File: config.mk
export PLATFORM = sky130hd
export DESIGN_NAME = prg_div_pipe
export DESIGN_NICKNAME = d
export VERILOG_FILES = /design/src/rtl/core/prg_div_pipe.sv
export SDC_FILE = /design/constraint.sdc
export NUM_CORES = 1
export LEC_CHECK = 0
export BUFFER_PORTS_ARGS = -buffer_cell sky130_fd_sc_hd__clkbuf_2
export CORE_AREA = 2 2 280 282
export DETAILED_ROUTE_END_ITERATION = 16
export DIE_AREA = 0 0 282 284
export GPL_TIMING_DRIVEN = 1
export PLACE_DENSITY_LB_ADDON = 0.15
export SYNTH_ARGS = -nofsm -noshare
export SYNTH_HDL_FRONTEND = slang
export SYNTH_SLANG_ARGS = --single-unit
File: constraint.sdc
create_clock -name clk -period 7.9 [get_ports clk]
set_input_delay 0.79 -clock clk [delete_from_list [all_inputs] [get_ports clk]]
set_output_delay 0.79 -clock clk [all_outputs]
set_load 0.03 [all_outputs]
File: src/rtl/core/prg_div_pipe.sv
// ----------------------------------------------------------------------------
// prg_div_pipe
// Restoring divider, one quotient bit per register stage.
// ----------------------------------------------------------------------------
`default_nettype none

module prg_div_pipe #(
  parameter int NW = 24,
  parameter int DW = 13,
  parameter int QW = 24
) (
  input  wire logic          clk,
  input  wire logic          rst_n,
  input  wire logic          en,
  input  wire logic          in_valid,
  input  wire logic [NW-1:0] num_i,
  input  wire logic [DW-1:0] den_i,
  output logic               out_valid,
  output logic [QW-1:0]      quo_o,
  output logic [NW-1:0]      rem_o
);

  localparam int WW = (NW > DW + QW) ? NW : DW + QW;

  logic [NW-1:0] n_r [QW];
  logic [DW-1:0] d_r [QW];
  logic [QW-1:0] q_r [QW];
  logic [QW-1:0] v_r;

  for (genvar k = 0; k < QW; k++) begin : g_st
    localparam int SH = QW - 1 - k;
    logic [NW-1:0] np;
    logic [DW-1:0] dp;
    logic [QW-1:0] qp;
    logic [WW-1:0] trial;
    logic          ge;

    if (k == 0) begin : g_first
      assign np = num_i;
      assign dp = den_i;
      assign qp = '0;
    end else begin : g_next
      assign np = n_r[k-1];
      assign dp = d_r[k-1];
      assign qp = q_r[k-1];
    end

    assign trial = WW'(dp) << SH;
    assign ge    = WW'(np) >= trial;

    always_ff @(posedge clk) begin
      if (en) begin
        n_r[k] <= ge ? NW'(WW'(np) - trial) : np;
        d_r[k] <= dp;
        q_r[k] <= {qp[QW-2:0], ge};
      end
    end
  end

  always_ff @(posedge clk) begin
    if (!rst_n) begin
      v_r <= '0;
    end else if (en) begin
      v_r <= {v_r[QW-2:0], in_valid};
    end
  end

  assign out_valid = v_r[QW-1];
  assign quo_o     = q_r[QW-1];
  assign rem_o     = n_r[QW-1];

endmodule

`default_nettype wire

## Word-level counts from Yosys, hierarchy flattened

Memory sizes are Yosys's and may differ from the RTL's.
Cells that the tools add are included.
W data, S select, Z words.

| word-level totals | value |
|---|---|
| bits in registers | 24 |
| RAM bits | 1464 |
| bits of input ports | 41 |
| output and inout bits | 49 |
| logic and storage cells | 78 |
| memories | 3 |

Memories:

| name | depth | width | read ports | clocked after Yosys merged registers in | write ports | RTL line | RTL |
|---|---|---|---|---|---|---|---|
| n_r | 24 | 24 | 24 | 0 | 24 | 25 | `logic [NW-1:0] n_r [QW];` |
| q_r | 24 | 24 | 24 | 0 | 24 | 27 | `logic [QW-1:0] q_r [QW];` |
| d_r | 24 | 13 | 23 | 0 | 24 | 26 | `logic [DW-1:0] d_r [QW];` |

| operators by class | value |
|---|---|
| add/sub/neg operators | 24 |
| magnitude comparators | 24 |
| mux-type cells | 26 |

Operators with widths:

| cell | count |
|---|---|
| $mux W24 | 24 |
| $sub A24 B24 Y24 | 13 |
| $ge A24 B36 Y1 | 1 |
| $ge A24 B35 Y1 | 1 |
| $ge A24 B34 Y1 | 1 |
| $ge A24 B33 Y1 | 1 |
| $ge A24 B32 Y1 | 1 |
| $ge A24 B31 Y1 | 1 |
| $ge A24 B30 Y1 | 1 |
| $ge A24 B29 Y1 | 1 |
| $ge A24 B28 Y1 | 1 |
| $ge A24 B27 Y1 | 1 |
| $ge A24 B26 Y1 | 1 |
| $ge A24 B25 Y1 | 1 |
| $ge A24 B13 Y1 | 1 |
| $ge A24 B14 Y1 | 1 |
| $ge A24 B15 Y1 | 1 |
| $ge A24 B16 Y1 | 1 |
| $ge A24 B17 Y1 | 1 |
| $ge A24 B18 Y1 | 1 |
| $ge A24 B19 Y1 | 1 |
| $ge A24 B20 Y1 | 1 |
| $ge A24 B21 Y1 | 1 |
| $ge A24 B22 Y1 | 1 |
| 14 further kinds | 15 |

## Logic depth before layout (Yosys ltp)

An unclocked memory read counts as a cell.

| logic depth | value |
|---|---|
| depth in word-level cells | 3 |
| depth in mapped cells | 12 |
| depth with buffers taken out | 12 |

## Worst setup path after synthesis

No wires, ideal clock.

| timing path | value |
|---|---|
| path type | register -> register |
| start point | memory d_r[18][0], in the netlist d_r[2][26] |
| end point | memory n_r[19][22], in the netlist n_r[2][94], data pin |
| library setup time | 0.258 ns |
| data arrival time | 2.547 ns |
| data required time | 7.642 ns |
| path slack | 5.095 ns |
| stages on the path, launching flop included | 10 |
| path buffers | 0 |
| clock period less this slack | 2.805 ns |
| path through | edfxtp_1 -> ha_1 -> fa_1 -> nand2b_1 -> a21oi_1 -> a221oi_1 -> a21o_1 -> a211o_1 -> or4_4 -> xnor2_2 |

RTL lines:

| what | RTL line |
|---|---|
| start, declared | 26 |
| end, declared | 25 |

==> results.cfg <==
[status]
status = finished, final reports clean

[place]
post-place-cells = 4666
port_buffers = 89
place_ws_ns = 4.15
dp_hpwl_microns = 67400
gp_congestion = 0.899
place_area_sq_um = 53800

[cts]
cts_hold_buf = 0
cts_sinks = 1199
clock_latency_ns = 0.70
cts.repair.resized = 0
numCtsBuffers = 117
cts-root-buf = clkbuf_16
cts_tree = done
cts.path.max_buffers = 3
postCtsSetupBuffers = 0
clkTransAtPathRegs_ns = 0.06
htreeDepth = 3

[worst_hold_path]
hold_depth = 1
min_to = d_r[0][10]
hold_path.class = in -> reg
min-delay-start = den_i[10]

[die]
die_x_microns = 282
die_y_microns = 284
core_sq_um = 77000
die_area_sq_um = 80100
floorplan.initialDensity_pct = 67.6
row_count = 102
pin_count = 90

[critical_path]
r2r.worst_path.cells = 8
end_kind = flop
cp-start-kind = flop
path_max_fanout = 25
cp_cell_sequence = ha_1 > nand4_1 > nor4_1 > o211ai_1 > nand4_1 > o311ai_1 > nor4_1 > xor2_1
worstPathArrival_ns = 4.23
cp.required_ns = 8.33
cp_slowest_cell = nand4_1
r2r-start = n_r[2][131]
crit_type = reg -> reg
r2r_slack_ns = 4.10
timing.rr.end = n_r[2][160]
cp_slowest_stage_delay_ns = 0.85

[detailed_routing]
drcViolationCount = 0
wl_per_cell_microns = 20.0
drt_iter0_markers = 2287
vias = 29327
ant_nets = 0
wl_microns = 97500
vias_per_cell = 6.00
drt_first_pass_iters = 6

[logic_synthesis]
async_reset_ff_share_pct = 0
ys.flop_type = edfxtp_1
avgSynthCellArea_sq_um = 14.6
synth_edf_count = 1175
syn_nets = 3859
ys.warnings.count = 0
yosysTopAreaCell = edfxtp_1
synthDistinctLibCells = 88
synth_top_area_share_pct = 67.9
yosysMostFrequentCell = edfxtp_1
netlist_top_cells_count = edfxtp_1 (1175), inv_1 (295), ha_1 (234)
syn-instance-count = 3562
ys_seq_elements = 1199
synthTopCellsByArea = edfxtp_1 (68%), ha_1 (5.6%), inv_1 (2.1%), mux2_2 (1.9%), xnor2_1 (1.9%)
syn_area_sq_um = 52000
synth.yosys.seq_area_share_pct = 68.8

[timing]
hold_ws_ns = 0.260
hold_violations = 0
fin_crit_sh_pct = 48.1
fmax_mhz = 263
setup_ws_ns = 4.10
period_needed_ns = 3.80
rsz0062_at_grt = false
maxSlewHeadroom_pct = 11.2
finalSetupViolCount = 0
worst_pin_slew_ns = 1.33
fin_skew_ns = 0.0513
slew_violations = 0
tns_ns = 0

[finish]
nFillCells = 4633
fin_util_pct = 75.1
final_cells = 4886
syn2layout_area_growth_pct = 11.1
design_area_sq_um = 57800
final-seq-area_sq_um = 35800
num-nets-final = 4042
layout-drive-gt1-share_pct = 10.9
antenna_cells = 0
multi_input_area_sq_um = 14900

[global_routing]
grtUsageMet1_pct = 32.9
gr-total-overflow = 0
met2_usage_pct = 41.1
grt_pass1_vias = 29155
top_usage_layer = met2
grt.total_usage_pct = 24.4
grt_util_met3_pct = 3.66
grt_max_degree = 206
grt_pass1_wl_microns = 154000
antenna_found_initial = 1

[power_and_ir_drop]
vdd_drop_max_mv = 0.185
total_power_mw = 17.8
powerDensity_nw_per_um2 = 308
leakage_nw = 21.6

[flow_run]
maxCapViolCount = 0
logic make-up (layout without fill, tap and decap cells):
logic type	count (synthesis)	count (layout)	synth area share, %
buf+inv	342	626	2.51
xor+xnor	210	210	3.55
compound gates	620	620	7.68
flops	1199	1199	68.8
fa+ha+maj	256	256	6.48
mux	144	144	2.99
simple gates	791	791	8.00
worst max-delay path: cells and delay by family (launching register included):
kind,cells,cell delay (ns)
simple gates,4,1.89
fa+ha+maj,1,0.39
xor+xnor,1,0.15
flops,1,0.41
compound gates,2,0.68
state kept, by name, summed over array words and instances (netlist names):
register  count
v_r          24
q_r         300
n_r         576
d_r         299
layout make-up:
class / instances / area share (%)
repair buffers: 106 / 1.16
multi-input cells: 2021 / 25.8
well taps: 1040 / 2.25
inverters: 300 / 1.95
flip-flops and latches: 1199 / 61.9
clock inverters: 87 / 1.67
clock buffers: 133 / 5.22
worst max-delay path by stage:
stage	start	end	slack (ns)	cells past startpoint
floorplan	d_r[2][26]	n_r[2][94]	5.09	9
global placement	n_r[2][130]	n_r[2][160]	4.38	8
detailed placement	n_r[2][131]	n_r[2][160]	4.15	8
CTS	n_r[2][131]	n_r[2][160]	4.13	8
global route	n_r[2][131]	n_r[2][160]	3.73	8
finish	n_r[2][131]	n_r[2][160]	4.10	8
per-layer routing:
metal,routed length [microns],share of wire [%]
met5,0,0
met4,2800,2.9
met3,5220,5.4
met2,48700,50
met1,40700,42
placed cells by master (no fill, tap or decap), drive strengths merged, types with 21 or more instances in the layout:
cell,netlist,routed
a211oi,21,21
a21o,51,51
a21oi,155,155
clkbuf,28,221
clkinv,1,68
dfxtp,24,24
edfxtp,1175,1175
fa,22,22
ha,234,234
inv,299,303
mux2,89,89
mux2i,55,55
nand2,184,184
nand2b,38,38
nand3,29,29
nand4,38,38
nor2,166,166
nor2b,66,66
nor3,61,61
nor4,81,81
o21a,46,46
o21ai,167,167
o31ai,31,31
or3,22,22
xnor2,112,112
xor2,98,98
power by group:
part / internal, mW / leakage (nW) / switching (mW) / total (mW)
sequential: 8.02 / 11.6 / 0.493 / 8.52
clock: 3.23 / 1.95 / 2.38 / 5.61
combinational: 1.55 / 8.06 / 2.11 / 3.65
(Power assumes the default switching activity.)
