[src/rtl/core/prg_sqrt_pipe.sv]
// ----------------------------------------------------------------------------
// prg_sqrt_pipe
// Integer square root, one root bit per register stage.
// ----------------------------------------------------------------------------
`default_nettype none

module prg_sqrt_pipe #(
  parameter int IW = 62
) (
  input  wire logic            clk,
  input  wire logic            rst_n,
  input  wire logic            en,
  input  wire logic            in_valid,
  input  wire logic [IW-1:0]   rad_i,
  output logic                 out_valid,
  output logic [IW/2-1:0]      root_o
);

  localparam int RW = IW / 2;
  localparam int MW = RW + 2;

  logic [IW-1:0] x_r [RW];
  logic [MW-1:0] m_r [RW];
  logic [RW-1:0] r_r [RW];
  logic [RW-1:0] v_r;

  for (genvar k = 0; k < RW; k++) begin : g_st
    logic [IW-1:0] xp;
    logic [MW-1:0] mp;
    logic [RW-1:0] rp;
    logic [MW+1:0] sh;
    logic [MW+1:0] tr;

    if (k == 0) begin : g_first
      assign xp = rad_i;
      assign mp = '0;
      assign rp = '0;
    end else begin : g_next
      assign xp = x_r[k-1];
      assign mp = m_r[k-1];
      assign rp = r_r[k-1];
    end

    // bring down the next two radicand bits, try root*4+1
    assign sh = {mp, xp[IW-1:IW-2]};
    assign tr = (MW+2)'({rp, 2'b01});

    always_ff @(posedge clk) begin
      if (en) begin
        x_r[k] <= xp << 2;
        if (sh >= tr) begin
          m_r[k] <= MW'(sh - tr);
          r_r[k] <= {rp[RW-2:0], 1'b1};
        end else begin
          m_r[k] <= MW'(sh);
          r_r[k] <= {rp[RW-2:0], 1'b0};
        end
      end
    end
  end

  always_ff @(posedge clk) begin
    if (!rst_n) begin
      v_r <= '0;
    end else if (en) begin
      v_r <= {v_r[RW-2:0], in_valid};
    end
  end

  assign out_valid = v_r[RW-1];
  assign root_o    = r_r[RW-1];

endmodule

`default_nettype wire

[config.mk]
export PLATFORM = sky130hd
export DESIGN_NAME = prg_sqrt_pipe
export DESIGN_NICKNAME = d
export VERILOG_FILES = /design/src/rtl/core/prg_sqrt_pipe.sv
export SDC_FILE = /design/constraint.sdc
export NUM_CORES = 2
export LEC_CHECK = 0
export BUFFER_PORTS_ARGS = -buffer_cell sky130_fd_sc_hd__buf_2
export CORE_UTILIZATION = 50
export CTS_CLUSTER_DIAMETER = 60
export CTS_CLUSTER_SIZE = 25
export DETAILED_ROUTE_END_ITERATION = 8
export PLACE_DENSITY = 0.62
export SETUP_SLACK_MARGIN = 0.1
export SYNTH_ARGS = -nofsm -noshare
export SYNTH_HDL_FRONTEND = slang
export SYNTH_SLANG_ARGS = --single-unit
[constraint.sdc]
create_clock -name clk -period 8 [get_ports clk]
set_input_delay 0.4 -clock clk [delete_from_list [all_inputs] [get_ports clk]]
set_output_delay 0.4 -clock clk [all_outputs]
set_load 0.005 [all_outputs]
======== After elaboration in Yosys (flattened, before gate mapping) ========
Memory sizes are Yosys's and may differ from the RTL's.
Cells that the tools add are included.
word-level totals
  bits in latches ......................... 0
  input bits .............................. 66
  register bits ........................... 31
  ROM bits ................................ 0
  memories ................................ 3
  output and inout port bits .............. 32
  bits in writable memories ............... 3844
memories
  name  depth  bits a word  rd ports  clocked after Yosys merged registers in  wr ports  RTL line  source
  x_r   31     60           30        0                                        31        22        logic [IW-1:0] x_r [RW];
  m_r   31     33           30        0                                        31        23        logic [MW-1:0] m_r [RW];
  r_r   31     31           31        0                                        31        24        logic [RW-1:0] r_r [RW];
cells by class
  divide/modulo/power cells ............... 0
  bitwise gates (word level) .............. 62
  mux-type cells .......................... 250
  shift-type cells ........................ 0
  order comparisons ....................... 31
  multipliers ............................. 0
  reduce and logical (&&, ||, !) cells .... 0
  $add $sub $neg .......................... 31
  equality and inequality tests ........... 0
operators with widths
  kind                   number
  $ge A35 B33 Y1         30
  $mux W33               31
  $sub A33 B33 Y33       30
  $mux W31               31
  $mux W1                188
  $or A1 B1 Y1           62
  $sub A2 B1 Y3 const B  1
  $ge A2 B1 Y1 const B   1

======== Depth between registers and ports, before layout ========
An unclocked memory read counts as a cell.
  depth in word-level cells ............... 6
  gate-level depth with buffers ........... 14
  depth with buffers taken out ............ 13

======== Least setup slack after synthesis ========
Ideal clock, no wire load.
  path type ............................... in2reg
  from .................................... input en
  to ...................................... memory m_r[1][429] (netlist bit), enable pin
  arrival time ............................ 3.197 ns
  library setup time ...................... 0.443 ns
  cell stages on the path ................. 5
  path slack .............................. 4.360 ns
  cells stage by stage .................... clkbuf_1 clkbuf_1 clkbuf_1 clkbuf_1 clkbuf_1
RTL lines
  element      RTL line  source
  from (decl)  12        input wire logic en,
  to (decl)    23

==> flow_summary.toml <==
[clocking]
cts_repair_resizes = 0
ctsRootBufferMaster = "clkbuf_16"
clkSlewWorstSetupHoldPaths_ns = 0.09
clock_path_buffers = 3
numClockSinks = 2399
cts_tree = "done"
h-tree-depth = 4
cts_buffers = 174
clk-insertion-delay-late_ns = 0.85

[sta]
hold_violations = 0
finalSetupTns_ns = 0
worst_slack_ns = 3.72
final_min_period_over_clock_period_pct = 53.5
timing_max_transition_violations_final = 0
worst-slew-pin-transition_ns = 1.21
slew_headroom_pct = 18.7
setup_viol = 0
rsz0062_at_grt = "false"
final.min_clock_period_ns = 4.28
max_freq_ghz = 0.234
worst_clock_skew_ns = 0.0330

[cells_and_area]
layout_commonest_cell = "edfxtp_1"
final_layout_size_suffix_gt1_share_pct = 6.82
area_of_the_multi_input_gates_mm2 = 0.0372
area_delta_synth_final_pct = 9.65
regArea_mm2 = 0.0717
design.final.nets = 9546
layout.cells.most_common_list = "edfxtp_1 (2367), inv_1 (665), nand2_1 (662), ha_1 (529), nor2_1 (482)"
post_layout_nonfiller_instances = 12070
final_core_util_pct = 55.3
final.fill_count = 18321

[synthesis]
seq_area_frac_synth_pct = 63.9
number_of_flops_mapped_to_enable_cells_by_yosys = 2367
postSynthAreaPerCell_um2 = 12.8
ys_ff_latch = 2399
synthArstFlopShare_pct = 0
syn-instance-count = 8762
synthesis.yosys.warnings = 0
post_synth_instance_area_mm2 = 0.112
mappedNetlistNets = 9357
synth_top_flop_cell = "edfxtp_1"
yosys.cell_types.count = 91

[power_and_ir_drop]
power.switching_fraction_pct = 29.8
p_int_mw = 23.6
power_consumption_mw = 33.6
vdd_drop_max_mv = 0.198
pwr-share-clk_pct = 28.1
power.share.combinational_pct = 21.5
static-leakage-power_nw = 46.5
power.density_mw_per_mm2 = 273
power.sequential.fraction_pct = 50.4
switchingPower_mw = 9.99

[flow_run]
drv.max_cap_violation_count = 0

[critical_path]
timing.critical_path.slowest_stage_cell = "a21oi_4"
worst_r2r_endpoint = "m_r[1][449]$_DFFE_PP_"
r2r_setup_slack_ns = 3.72
critPathCaptureType = "flop"
timing.critical_path.fanout_max = 32
worstPathArrival_ns = 4.88
max_stage_delay_ns = 0.70
start_kind = "flop"
path_class = "flop to flop"
required_ns = 8.61
critical_path_cell_by_cell = "ha_1, a21o_1, a21oi_1, o221ai_1, a2111o_1, nand2_1, o21ai_1, a21oi_4, buf_4, inv_1, mux2_2"
rr_startpoint = "m_r[1][403]$_DFFE_PP_"
r2r_cells = 11

[grt]
grt_busiest_layer = "met2"
first_global_vias = 64856
global_route_wire_length_before_repair_um = 357000
grtUsageMet2_pct = 34.3
global_route.usage.met1_pct = 26.5
grt_util_met3_pct = 2.45
maximum_number_of_pins_on_one_net_before_global_route_repair = 180
grt_antenna_before_repair = 2
gr-usage-all-layers_pct = 20.0
grt.overflow.total = 0

[placed_design]
gp_congestion = 0.916
place.detailed.hpwl_um = 165000
dpl_worst_slack_ns = 3.72
placed_cells_incl_taps = 11685
numPortBuffers = 97

[detailed_routing]
route.detailed.vias_per_inst = 5.54
num_vias = 66870
detail_route.wl_per_cell_um = 18.8
drt_first_pass_iters = 9
drcViolationCount = 0
antenna_left = 0
dr.first_iter.drc_count = 5337
wirelength_um = 227000

[floorplan]
initial_standard_cell_utilization_of_the_core_pct = 50.4
die_area_mm2 = 0.226
die_width_um = 476
floorplan.rows = 173
pin_count = 98
core-area_mm2 = 0.223
die_height_um = 476

[worst_hold_path]
worst_hold_start = "en"
holdPathEnd = "x_r[0][64]$_DFFE_PP_"
worstHoldPathCells = 1
hold_class = "input pin to flop"

[status]
status = "completed"
[final cells by class]
type	count	share of cell area, %
Clock inverter	133	1.34
Inverter	669	2.04
Timing Repair Buffer	218	1.34
Multi-Input combinational cell	5489	30.3
Tap cell	2975	3.03
Sequential cell	2399	58.3
Antenna cell	2	0.00407
Clock buffer	185	3.67
[logic make-up after synthesis]
| group | after synthesis | share of synthesized area, % |
|---|---|---|
| fa+ha+maj | 529 | 5.90 |
| buf+inv | 874 | 2.94 |
| compound gates | 1657 | 9.18 |
| simple gates | 2417 | 10.9 |
| mux | 119 | 1.13 |
| flops | 2399 | 63.9 |
| xor+xnor | 767 | 5.99 |
[registers in the layout, indices dropped and copies added (netlist names)]
name	count
r_r	496
x_r	930
m_r	942
v_r	31
[how the worst max path moves through the flow]
stage / end / cells after the start / startpoint / slack (ns)
after global placement: m_r[1][261]$_DFFE_PP_ / 12 / r_r[1][200]$_DFFE_PP_ / 3.74
after CTS: m_r[1][449]$_DFFE_PP_ / 11 / m_r[1][403]$_DFFE_PP_ / 3.78
after detailed placement: m_r[1][26]$_DFFE_PP_ / 10 / en / 3.72
after global routing: m_r[1][449]$_DFFE_PP_ / 11 / m_r[1][403]$_DFFE_PP_ / 3.45
final: m_r[1][449]$_DFFE_PP_ / 11 / m_r[1][403]$_DFFE_PP_ / 3.72
after floorplan: m_r[1][429]$_DFFE_PP_ / 5 / en / 4.36
[timing repair]
action | in CTS | in global routing
setup buffers | 0 | 0
hold endpoints to repair | 93 | 0
hold buffers | 65 | 0
setup endpoints to repair | 0 | 0
[synth_stat cells, types with 12 or more instances]
cell type	count	share of area [%]
nand3b_1	38	0.25
xnor2_1	402	3.1
nand4_1	94	0.52
edfxtp_1	2367	63
a21o_1	226	1.5
o21bai_1	36	0.24
a31oi_1	45	0.25
nand2_1	662	2.2
nor4_1	115	0.64
mux2i_1	55	0.49
mux2_2	64	0.64
o21ai_0	476	2.1
o31ai_1	46	0.31
or3_1	103	0.57
nand4b_1	29	0.23
ha_1	529	5.9
o211ai_1	31	0.21
a211oi_1	43	0.29
inv_1	665	2.2
nand3_1	157	0.70
nor2_1	482	1.6
nor4b_1	23	0.18
or2_2	46	0.26
nor3_1	222	0.99
clkbuf_1	185	0.62
nand2b_1	114	0.64
and2_1	43	0.24
buf_1	12	0.040
a21oi_1	455	2.0
and3_1	55	0.31
o41ai_1	15	0.12
nor3b_1	22	0.15
a21boi_0	22	0.15
or4_1	58	0.39
xor2_1	365	2.8
o2111ai_1	18	0.14
a2111oi_0	13	0.10
o21a_1	93	0.62
dfxtp_1	32	0.57
nor2b_1	108	0.60
[through the flow]
stage / cell area, µm² / hold WS, ns
floorplan: 112000 / 0.400
global placement: 116000 / 0.400
detailed placement: 116000 / 0.405
CTS: 123000 / 0.0141
global route: 123000 / 0.0542
finish: 123000 / 0.0666
[routing by layer]
metal	vias to the layer above	part of all wire, %
met5	-	0.0053
met4	2	2.6
met3	339	3.9
met2	1384	49
met1	32409	44
li1	32736	-
[power by group through the flow]
stage | clock, mW | combinational, mW | sequential, mW
after floorplan | 0 | 5.50 | 16.7
after global placement | 0 | 7.00 | 17.2
after detailed placement | 0 | 7.12 | 17.2
after CTS | 9.73 | 7.20 | 16.9
after global routing | 10.1 | 8.06 | 17.1
final | 9.43 | 7.23 | 16.9
[worst max-delay path, delay by kind of cell, from the launching register on]
family	cells	cell delay (ns)
compound gates	6	2.25
buf+inv	2	0.61
flops	1	0.40
fa+ha+maj	1	0.37
mux	1	0.31
simple gates	1	0.09
No activity file was read; power rests on OpenSTA's default activity.
